File: src/hdl/wia_pkg.sv
// ----------------------------------------------------------------------------
// wia_pkg
// shared types, operation codes and helpers for the 128-bit integer alu
// ----------------------------------------------------------------------------
package wia_pkg;

	localparam int WORD_BITS = 128;
	localparam int DIV_STEPS = WORD_BITS;
	// input register, one stage per quotient bit, then the sign fix stage
	localparam int LAST_STAGE = DIV_STEPS + 2;

	localparam logic [3:0] FUNC_ADD = 4'd0;
	localparam logic [3:0] FUNC_SUB = 4'd1;
	localparam logic [3:0] FUNC_MUL = 4'd2;
	localparam logic [3:0] FUNC_DIV = 4'd3;
	localparam logic [3:0] FUNC_REM = 4'd4;
	localparam logic [3:0] FUNC_AND = 4'd5;
	localparam logic [3:0] FUNC_OR  = 4'd6;
	localparam logic [3:0] FUNC_XOR = 4'd7;
	localparam logic [3:0] FUNC_NOT = 4'd8;
	localparam logic [3:0] FUNC_SHL = 4'd9;
	localparam logic [3:0] FUNC_SHR = 4'd10;
	localparam logic [3:0] FUNC_CMP = 4'd11;
	localparam logic [3:0] FUNC_NEG = 4'd12;

	typedef logic [WORD_BITS-1:0] word_t;

	typedef struct packed {
		logic [3:0]  func;
		logic [63:0] a_low;
		logic [63:0] a_high;
		logic [63:0] b_low;
		logic [63:0] b_high;
		logic [7:0]  shift_amount;
	} op_t;

	typedef struct packed {
		logic [63:0] result_low;
		logic [63:0] result_high;
		logic        less_than;
		logic        equal;
		logic        greater_than;
		logic        divide_by_zero;
	} res_t;

	// partial remainder, dividend bits shifting out / quotient bits shifting in
	typedef struct packed {
		word_t rem;
		word_t quo;
		word_t den;
	} div_t;

	typedef struct packed {
		logic [3:0] func;
		word_t      res;
		logic       lt;
		logic       eq;
		logic       gt;
		logic       dz;
		logic       na;
		logic       nb;
		div_t       dv;
	} stage_t;

	function automatic word_t neg_word(input word_t x);
		return ~x + word_t'(1);
	endfunction

endpackage

File: src/hdl/wia_div_step.sv
// ----------------------------------------------------------------------------
// wia_div_step
// one restoring step of the unsigned magnitude divider
// ----------------------------------------------------------------------------
module wia_div_step (
	input  wia_pkg::div_t cur,
	output wia_pkg::div_t nxt
);

	wia_pkg::word_t                 shifted;
	logic [wia_pkg::WORD_BITS:0]    diff;
	logic                           take;

	always_comb begin
		shifted = {cur.rem[wia_pkg::WORD_BITS-2:0], cur.quo[wia_pkg::WORD_BITS-1]};
		diff    = {cur.rem[wia_pkg::WORD_BITS-1], shifted} - {1'b0, cur.den};
		take    = ~diff[wia_pkg::WORD_BITS];
		nxt.den = cur.den;
		nxt.quo = {cur.quo[wia_pkg::WORD_BITS-2:0], take};
		nxt.rem = take ? diff[wia_pkg::WORD_BITS-1:0] : shifted;
	end

endmodule

File: config.mk
export PLATFORM = sky130hd
export DESIGN_NAME = wia_div_step
export DESIGN_NICKNAME = d
export VERILOG_FILES = /design/src/hdl/wia_pkg.sv /design/src/hdl/wia_div_step.sv
export SDC_FILE = /design/constraint.sdc
export NUM_CORES = 1
export LEC_CHECK = 0
export BUFFER_PORTS_ARGS = -buffer_cell sky130_fd_sc_hd__buf_2
export CORE_AREA = 2 2 299 301
export DETAILED_ROUTE_END_ITERATION = 16
export DIE_AREA = 0 0 301 303
export PLACE_DENSITY = 0.42
export SYNTH_ARGS = -nofsm -noshare
export SYNTH_HDL_FRONTEND = slang
export SYNTH_SLANG_ARGS = --single-unit
File: constraint.sdc
create_clock -name vclk -period 7.1
set_input_delay 0.355 -clock vclk [all_inputs]
set_output_delay 0.355 -clock vclk [all_outputs]
set_load 0.1 [all_outputs]
## After elaboration in Yosys (flattened, before gate mapping)

Index checks and enable logic that the tools add are counted.
W data, S select, Z words.

- Register bits after elaboration: 0
- Output and inout bits: 384

- $add $sub $neg: 1
- Multiplexer cells: 1
- Bitwise gates (word level): 1

Operators by type and width:

| kind | number |
|---|---|
| $sub A129 B128 Y129 | 1 |
| $mux W128 | 1 |
| $not A1 Y1 | 1 |

## Longest topological paths before layout

Gate-level depths: netlist (run 1).

- Depth after elaboration: 2
- Depth in mapped cells: 17

## Worst setup path after synthesis (run 1)

Ideal clock, no wire load.

- Path kind: input port to output port
- Start: input port cur[108] (netlist name)
- End: output port nxt[258] (netlist name)
- Arrival time: 5227 ps
- Required time: 6745 ps
- Slack: 1518 ps
- Stages on the path: 15
- Path buffers: 4
- Cells stage by stage: inv_1 -> ha_1 -> clkbuf_2 -> nand4_2 -> or2_4 -> nor4_4 -> nand3_2 -> o311ai_4 -> nor4_1 -> a211o_1 -> or4_1 -> buf_2 -> buf_6 -> buf_6 -> o21ai_0

RTL lines:

| item | RTL line | text |
|---|---|---|
| start: declaration | wia_div_step.sv:6 | `input wia_pkg::div_t cur,` |
| end: declaration | wia_div_step.sv:7 | `output wia_pkg::div_t nxt` |

==> results.json, run 1 <==
{
  "seq_area_um2": 0,
  "critical_path_arrival_ns": 5.40,
  "cts_hold_buffers": 0,
  "syn-cell-area_um2": 12500,
  "yosysTopAreaCell": "buf_4",
  "period_needed_ns": 5.75,
  "grt_pass1_wl_mm": 102,
  "slowest_delay_ns": 0.83,
  "groute.layer.met3.usage": 0.0325,
  "finalWirelength_mm": 73.8,
  "post_cts_buffers": 0,
  "synthTopCellsByArea": "buf_4 (15%), ha_1 (13%), nand2_1 (9.0%)",
  "synth_top_area_frac": 0.154,
  "grt_max_degree": 115,
  "overflow": 0,
  "ios": 768,
  "multiInputGateArea_um2": 9610,
  "start_util": 0.142,
  "nClkBuffers": 0,
  "critPathLaunch": "cur[15]",
  "hold_viol": 0,
  "hold_class": "input pin to output port",
  "slowest_stage": "or4_4",
  "start_kind": "input pin",
  "drt_pass1_iterations": 5,
  "drtIter0Drc": 756,
  "seq_cells": 0,
  "drtAntennaViolNets": 0,
  "num_vias": 14867,
  "portBuffers": 514,
  "drc": 0,
  "rsz0062_at_grt": "no",
  "die_height_um": 303,
  "yosys_warnings": 0,
  "grt.busiest_layer": "met2",
  "setup_viol": 0,
  "finalCritPeriodShare": 0.810,
  "drive_gt1_frac": 0.251,
  "hold_path_end": "nxt[145]",
  "place_area_um2": 14300,
  "antenna_found_initial": 19,
  "ys_seq_area_frac": 0,
  "syn_avg_cell_area_um2": 6.10,
  "die_area_um2": 91200,
  "hold_depth": 0,
  "holdCritStartpoint": "cur[144]",
  "core_area_um2": 88000,
  "use_met1": 0.188,
  "holdWs_ns": 0.710,
  "relSlewSlack": 0.251,
  "worst_pin_slew_ns": 1.12,
  "cap_violations": 0,
  "synthDistinctLibCells": 76,
  "wl_per_cell_um": 21.6,
  "syn2layout_area_growth_pct": 14.3,
  "critPathCaptureType": "output port",
  "gp_congestion": 0.874,
  "path_cells": "buf_2, inv_1, ha_1, nand4_1, or2_2, nor3_1, o21ai_0, a21oi_1, o21ai_1, and3_1, or4_4, buf_4, o21ai_1, buf_2",
  "synthCells": 2051,
  "fin_tns_setup_ns": 0,
  "first_global_vias": 14786,
  "crit_required_ns": 6.74,
  "die_width_um": 301,
  "max_freq_mhz": 174,
  "grtUsageMet2": 0.274,
  "status": "completed",
  "path_class": "input pin to output port",
  "synth_fp_nets": 2564,
  "fin_util": 0.163,
  "slew_viol_final": 0,
  "grt_usage": 0.152,
  "fillers": 10335,
  "ctsResizeCount": 0,
  "crit_fanout": 66,
  "rows": 109,
  "final_area_um2": 14300,
  "viasPerCell": 4.36,
  "final_nets": 2756,
  "dp_hpwl_mm": 66.9
}
==> Yosys cell counts, drive strengths merged (5+ instances only) <==
master  number
nand2      300
buf        280
o21ai      252
a21oi      221
inv        155
nor2       131
ha         128
xnor2       75
nand4       65
clkbuf      52
xor2        47
a21o        38
o21bai      32
nor3        29
o21a        23
nand3       22
a31oi       17
nand2b      16
nor4        15
or2         13
o31ai       12
a211oi      11
a21boi      11
and2        11
and3        11
nor2b        9
o211ai       7
a211o        5
mux2         5
or4          5
==> cell type report <==
cell class	count	share of cell area
inverter	156	0.0413
multi-input combinational	1563	0.671
timing repair buffer	522	0.185
tap	1165	0.102
antenna	4	0.000700
==> per-stage QoR <==
step	cells	setup slack (ns)
6_report	3410	1.35
5_1_grt	3406	0.947
4_1_cts	3406	1.15
3_5_place_dp	3406	1.17
3_3_place_gp	3406	1.03
2_1_floorplan	2051	1.52
==> worst max path at each step <==
stage                     slack, ns  endpoint  depth (start not counted)
after floorplan                1.52  nxt[258]                         15
after global routing           0.95  nxt[340]                         16
after CTS                      1.15  nxt[340]                         14
after global placement         1.03  nxt[340]                         14
after detailed placement       1.17  nxt[340]                         14
final                          1.35  nxt[344]                         14
==> metal layers <==
layer,vias up,share of wire
met1,6912,0.42
met5,-,0.0016
met3,120,0.073
met4,20,0.019
li1,7257,-
met2,558,0.48
==> kinds of logic (layout without fill, tap and decap cells) <==
kind of cell / count (synthesis) / after routing / share of synthesized area
AO/OA/AOI/OAI: 666 / 666 / 0.312
AND/OR/NAND/NOR: 640 / 640 / 0.234
buffers and inverters: 488 / 678 / 0.234
adder cells (fa/ha/maj): 129 / 129 / 0.130
XOR/XNOR: 122 / 122 / 0.0854
multiplexers: 6 / 6 / 0.00530
other: 0 / 4 / 0
==> layout by cell type, fill, tap and decap left out, drive strengths merged, types with 16 or more instances in the layout <==
cell type / n
nand4: 65
nand3: 22
a21o: 38
o21ai: 252
nor2: 131
a31oi: 17
ha: 128
inv: 155
nor3: 29
buf: 522
nand2: 300
a21oi: 221
o21a: 23
xor2: 47
xnor2: 75
o21bai: 32
nand2b: 16
==> worst max-delay path, delay by kind of cell <==
kind / cells / cell delay [ns]
AND/OR/NAND/NOR: 5 / 1.91
AO/OA/AOI/OAI: 4 / 1.50
buffers and inverters: 4 / 1.16
adder cells (fa/ha/maj): 1 / 0.43
==> run 2, diff against run 1 <==
ABC_AREA = 1   (was not set)
CORE_AREA = 2 2 303 305   (was 2 2 299 301)
DIE_AREA = 0 0 305 307   (was 0 0 301 303)
PLACE_DENSITY = 0.48   (was 0.42)
clock period = 5.6 ns   (was 7.1 ns; I/O delays follow)
==> run 2 against run 1 <==
Against the previous run: final cell count rose by 59%; wire length rose by 43%; cell area rose by 41%; worst setup slack got worse by 0.21 ns; synthesized cell count rose by 96%; sequential share of layout area did not move; flip-flop and latch count did not move; largest cell class unchanged.
==> results.json, run 2 <==
{
  "status": "completed",
  "max_freq_mhz": 224,
  "hold_depth": 0,
  "post_cts_buffers": 0,
  "slowest_stage": "a21oi_1",
  "num_vias": 22680,
  "p_leak_nw": 14.3,
  "slowest_delay_ns": 0.57,
  "drc": 0,
  "wl_per_cell_um": 19.5,
  "path_cells": "buf_2, inv_1, ha_1, nand2_1, nor2_1, nand2_1, inv_1, a21oi_1, nand2_1, a21oi_1, nand3_1, nand2_4, buf_4, nand2_1, nand2_1, buf_2",
  "cts_hold_buffers": 0,
  "synth_most_common_cell": "nand2_1",
  "worst_pin_slew_ns": 0.777,
  "grt_usage": 0.216,
  "syn2layout_area_growth_pct": 10.5,
  "yosys_warnings": 0,
  "final_cell_mix": "nand2_1 (1,915), inv_1 (967), buf_2 (514), nor2_1 (285), nand3_1 (135)",
  "overflow": 0,
  "syn-cell-area_um2": 18300,
  "power.total_mw": 4.01,
  "crit_fanout": 42,
  "p_per_area_nw_per_um2": 199,
  "path_class": "input pin to output port",
  "start_kind": "input pin",
  "synth_top_area_frac": 0.393,
  "hold_path_end": "nxt[161]",
  "drive_gt1_frac": 0.128,
  "final_nets": 4765,
  "synthCells": 4014,
  "yosysTopAreaCell": "nand2_1",
  "synthTopCellsByArea": "nand2_1 (39%), inv_1 (20%), buf_4 (11%)",
  "period_needed_ns": 4.47,
  "path_common_cell": "nand2_1",
  "seq_area_um2": 0,
  "grt_pass1_wl_mm": 147,
  "holdCritStartpoint": "cur[160]",
  "rows": 111,
  "start_util": 0.202,
  "first_global_vias": 21875,
  "syn_avg_cell_area_um2": 4.56,
  "drtAntennaViolNets": 0,
  "nClkBuffers": 0,
  "ios": 768,
  "slew_viol_final": 0,
  "synth_commonest_cells": "nand2_1 (1,915), inv_1 (967), nor2_1 (285), buf_4 (262), nand3_1 (135)",
  "cap_violations": 0,
  "hold_viol": 0,
  "relSlewSlack": 0.480,
  "grt_max_degree": 64,
  "critPathCaptureType": "output port",
  "ir_worst_vdd_uv": 141,
  "setup_viol": 0,
  "num_antenna_cells": 0,
  "ctsResizeCount": 0,
  "portBuffers": 514,
  "rsz0062_at_grt": "no",
  "holdWs_ns": 0.560,
  "finalCritPeriodShare": 0.798,
  "finalWirelength_mm": 106,
  "dp_hpwl_mm": 98.7,
  "drtIter0Drc": 1519,
  "die_width_um": 305,
  "synthDistinctLibCells": 27,
  "seq_cells": 0,
  "die_height_um": 307,
  "cpLargestDelayFamily": "simple AND/OR/NAND/NOR gates",
  "crit_required_ns": 5.32,
  "critical_path_arrival_ns": 4.19,
  "fin_tns_setup_ns": 0,
  "die_area_um2": 93600,
  "hold_class": "input pin to output port",
  "worst-path-buf-inv": 5,
  "gp_congestion": 1.07,
  "core_area_um2": 90700,
  "layout_commonest_cell": "nand2_1",
  "viasPerCell": 4.17,
  "ys_seq_area_frac": 0,
  "synth_fp_nets": 4527,
  "critPathLaunch": "cur[120]",
  "drt_pass1_iterations": 7,
  "antenna_found_initial": 3
}
[run 2: cell families after synthesis]
group	count (synthesis)	synth area share
fa+ha+maj	129	0.0887
simple gates	2437	0.523
xor+xnor	63	0.0302
buf+inv	1252	0.320
compound gates	133	0.0380
[run 2: through the flow]
step,utilization,worst slack [ns],instances,instance area [um2]
detailed placement,0.223,1.23,5436,20200
finish,0.223,1.13,5436,20200
global placement,0.223,1.25,5436,20200
CTS,0.223,1.22,5436,20200
floorplan,-,2.46,4014,18300
global route,0.223,0.991,5436,20200
[run 2: final cells by class]
| type | instances | area [um2] |
|---|---|---|
| Multi-Input combinational cell | 2762 | 12400 |
| Inverter | 968 | 3630 |
| Timing Repair Buffer | 520 | 2640 |
| Fill cell | 11180 | 70500 |
| Tap cell | 1186 | 1480 |
[run 2: power breakdown]
| part | internal, mW | switching (mW) |
|---|---|---|
| clock network | 0 | 0 |
| registers | 0 | 0 |
| logic | 0.752 | 3.26 |
| total | 0.752 | 3.26 |
[run 2: how the worst max path moves through the flow]
stage / end / slack (ns) / cells after the start
5_1_grt: nxt[306] / 0.99 / 16
4_1_cts: nxt[381] / 1.22 / 16
3_3_place_gp: nxt[350] / 1.25 / 17
2_1_floorplan: nxt[291] / 2.46 / 22
6_report: nxt[308] / 1.13 / 16
3_5_place_dp: nxt[381] / 1.23 / 16
[run 2: routing by layer]
metal | part of all wire | track usage | vias up | wire [um]
li1 | - | - | 11833 | -
met1 | 0.42 | 0.261 | 10021 | 44800
met2 | 0.49 | 0.397 | 676 | 51900
met3 | 0.040 | 0.0135 | 148 | 4190
met4 | 0.047 | 0.0828 | 2 | 4960
met5 | 0.00012 | 0 | - | 13
(Power assumes the default switching activity.)
==> run 3, diff against run 2 <==
clock period = 4.33 ns   (was 5.6 ns; I/O delays follow)
==> run 3 against run 2 <==
Against the previous run: first-iteration DRC count down 7.3%; via count down 0.37%; largest cell class unchanged; critical path type unchanged; global-route usage up 0.32 points; cell area up 9.9%; power up 51%; hold slack worse by 0.13 ns; clock-buffer cell count unchanged; flip-flop and latch count unchanged.
==> results.json, run 3 (synthesized netlist as in run 2, its figures left out) <==
{
  "status": "completed",
  "cap_violations": 0,
  "drc": 0,
  "hold_viol": 0,
  "viasPerCell": 4.15,
  "die_width_um": 305,
  "drtAntennaViolNets": 0,
  "pwr-share-clk": 0,
  "critical_path_arrival_ns": 3.66,
  "overflow": 0,
  "path_class": "input pin to output port",
  "seq_cells": 0,
  "fin_cells": 5448,
  "first_global_vias": 22017,
  "finalCritPeriodShare": 0.896,
  "final_cell_mix": "nand2_1 (1,915), inv_1 (967), buf_2 (385), nor2_1 (285), nand3_1 (135)",
  "p_leak_nw": 15.0,
  "start_util": 0.202,
  "portBuffers": 514,
  "place_area_um2": 22200,
  "worst_pin_slew_ns": 0.723,
  "place.detailed.instances": 5446,
  "wl_met1_mm": 45.5,
  "grt_usage": 0.219,
  "final_nets": 4775,
  "rows": 111,
  "max_freq_mhz": 258,
  "hold_depth": 0,
  "slowest_stage": "nor3_1",
  "core_area_um2": 90700,
  "die_area_um2": 93600,
  "post_cts_buffers": 0,
  "slew_viol_final": 0,
  "rsz0062_at_grt": "no",
  "path_common_cell": "nand2_1",
  "crit_fanout": 5,
  "period_needed_ns": 3.88,
  "swShare": 0.721,
  "finalWirelength_mm": 107,
  "slowest_delay_ns": 0.63,
  "start_kind": "input pin",
  "ios": 768,
  "crit_required_ns": 4.11,
  "path_cells": "buf_2, inv_1, ha_1, nand2_1, nor2_1, nand2_1, nor3_1, nand2_1, nor3_1, nand2_1, nand2_1, nand2_1, nand2_1, nand2_1, nand2_1, buf_12",
  "syn2layout_area_growth_pct": 21.4,
  "die_height_um": 307,
  "hold_class": "input pin to output port",
  "dp_hpwl_mm": 99.6,
  "relSlewSlack": 0.514,
  "internal-power_mw": 1.69,
  "comb_power_share": 1.000,
  "gp_congestion": 0.981,
  "critPathCaptureType": "output port",
  "dr_wl_met2_mm": 52.9,
  "hold_path_end": "nxt[161]",
  "num_vias": 22597,
  "fin_tns_setup_ns": 0,
  "drtIter0Drc": 1408,
  "grt_pass1_wl_mm": 149,
  "layout_commonest_cell": "nand2_1",
  "p_per_area_nw_per_um2": 273,
  "ir_worst_vdd_uv": 216,
  "power.total_mw": 6.06,
  "drt_pass1_iterations": 5,
  "grt_max_degree": 67,
  "drive_gt1_frac": 0.130,
  "ctsResizeCount": 0,
  "antenna_found_initial": 2,
  "cts_hold_buffers": 0,
  "holdCritStartpoint": "cur[160]",
  "netSwitchingPower_mw": 4.37,
  "wl_per_cell_um": 19.7,
  "final_area_um2": 22200,
  "setup_viol": 0,
  "nClkBuffers": 0,
  "met3_length_mm": 4.50,
  "seq_area_um2": 0,
  "seqPwrFrac": 0,
  "top_layer": "met4"
}
[run 3: cell count changes in the layout (fill, tap and decap cells not counted)]
| cell | change |
|---|---|
| diode_2 | +2 |
| buf_12 | +127 |
| buf_4 | +12 |
| buf_2 | -129 |
[run 3: final cells by class]
cell class | instances | area [um2]
repair buffers | 530 | 4630
multi-input cells | 2762 | 12400
fillers | 11017 | 68500
inverters | 968 | 3630
well taps | 1186 | 1480
diodes | 2 | 5.00
[run 3: worst max-delay path by stage]
stage,start,end,slack (ns)
after floorplan,cur[255],nxt[291],1.31
after global placement,cur[112],nxt[370],0.45
after detailed placement,cur[112],nxt[370],0.46
after CTS,cur[112],nxt[370],0.44
after global routing,cur[112],nxt[370],0.38
final,cur[112],nxt[370],0.45
[run 3: power groups by stage]
stage	Clock, mW	Sequential [mW]	Combinational, mW
3_5_place_dp	0	0	6.08
5_1_grt	0.0000000310	0	6.38
4_1_cts	0	0	6.09
3_3_place_gp	0	0	6.09
6_report	0.0000000311	0	6.06
2_1_floorplan	0	0	4.54
[run 3: critical path: cells and delay by family]
| family | cells | cell delay [ns] |
|---|---|---|
| adder cells (fa/ha/maj) | 1 | 0.47 |
| buffers and inverters | 3 | 0.32 |
| AND/OR/NAND/NOR | 12 | 2.63 |
[run 3: stage by stage]
step                      setup slack, ns  hold WS, ns   util
after floorplan                      1.31        0.645      -
after global placement              0.449        0.434  0.245
after detailed placement            0.462        0.434  0.245
after CTS                           0.439        0.434  0.245
after global routing                0.376        0.433  0.245
final                               0.452        0.433  0.245
[run 3: layer usage]
layer	track usage	vias up
met4	0.0764	0
met5	0	-
met2	0.404	708
li1	-	11872
met3	0.0136	144
met1	0.267	9873
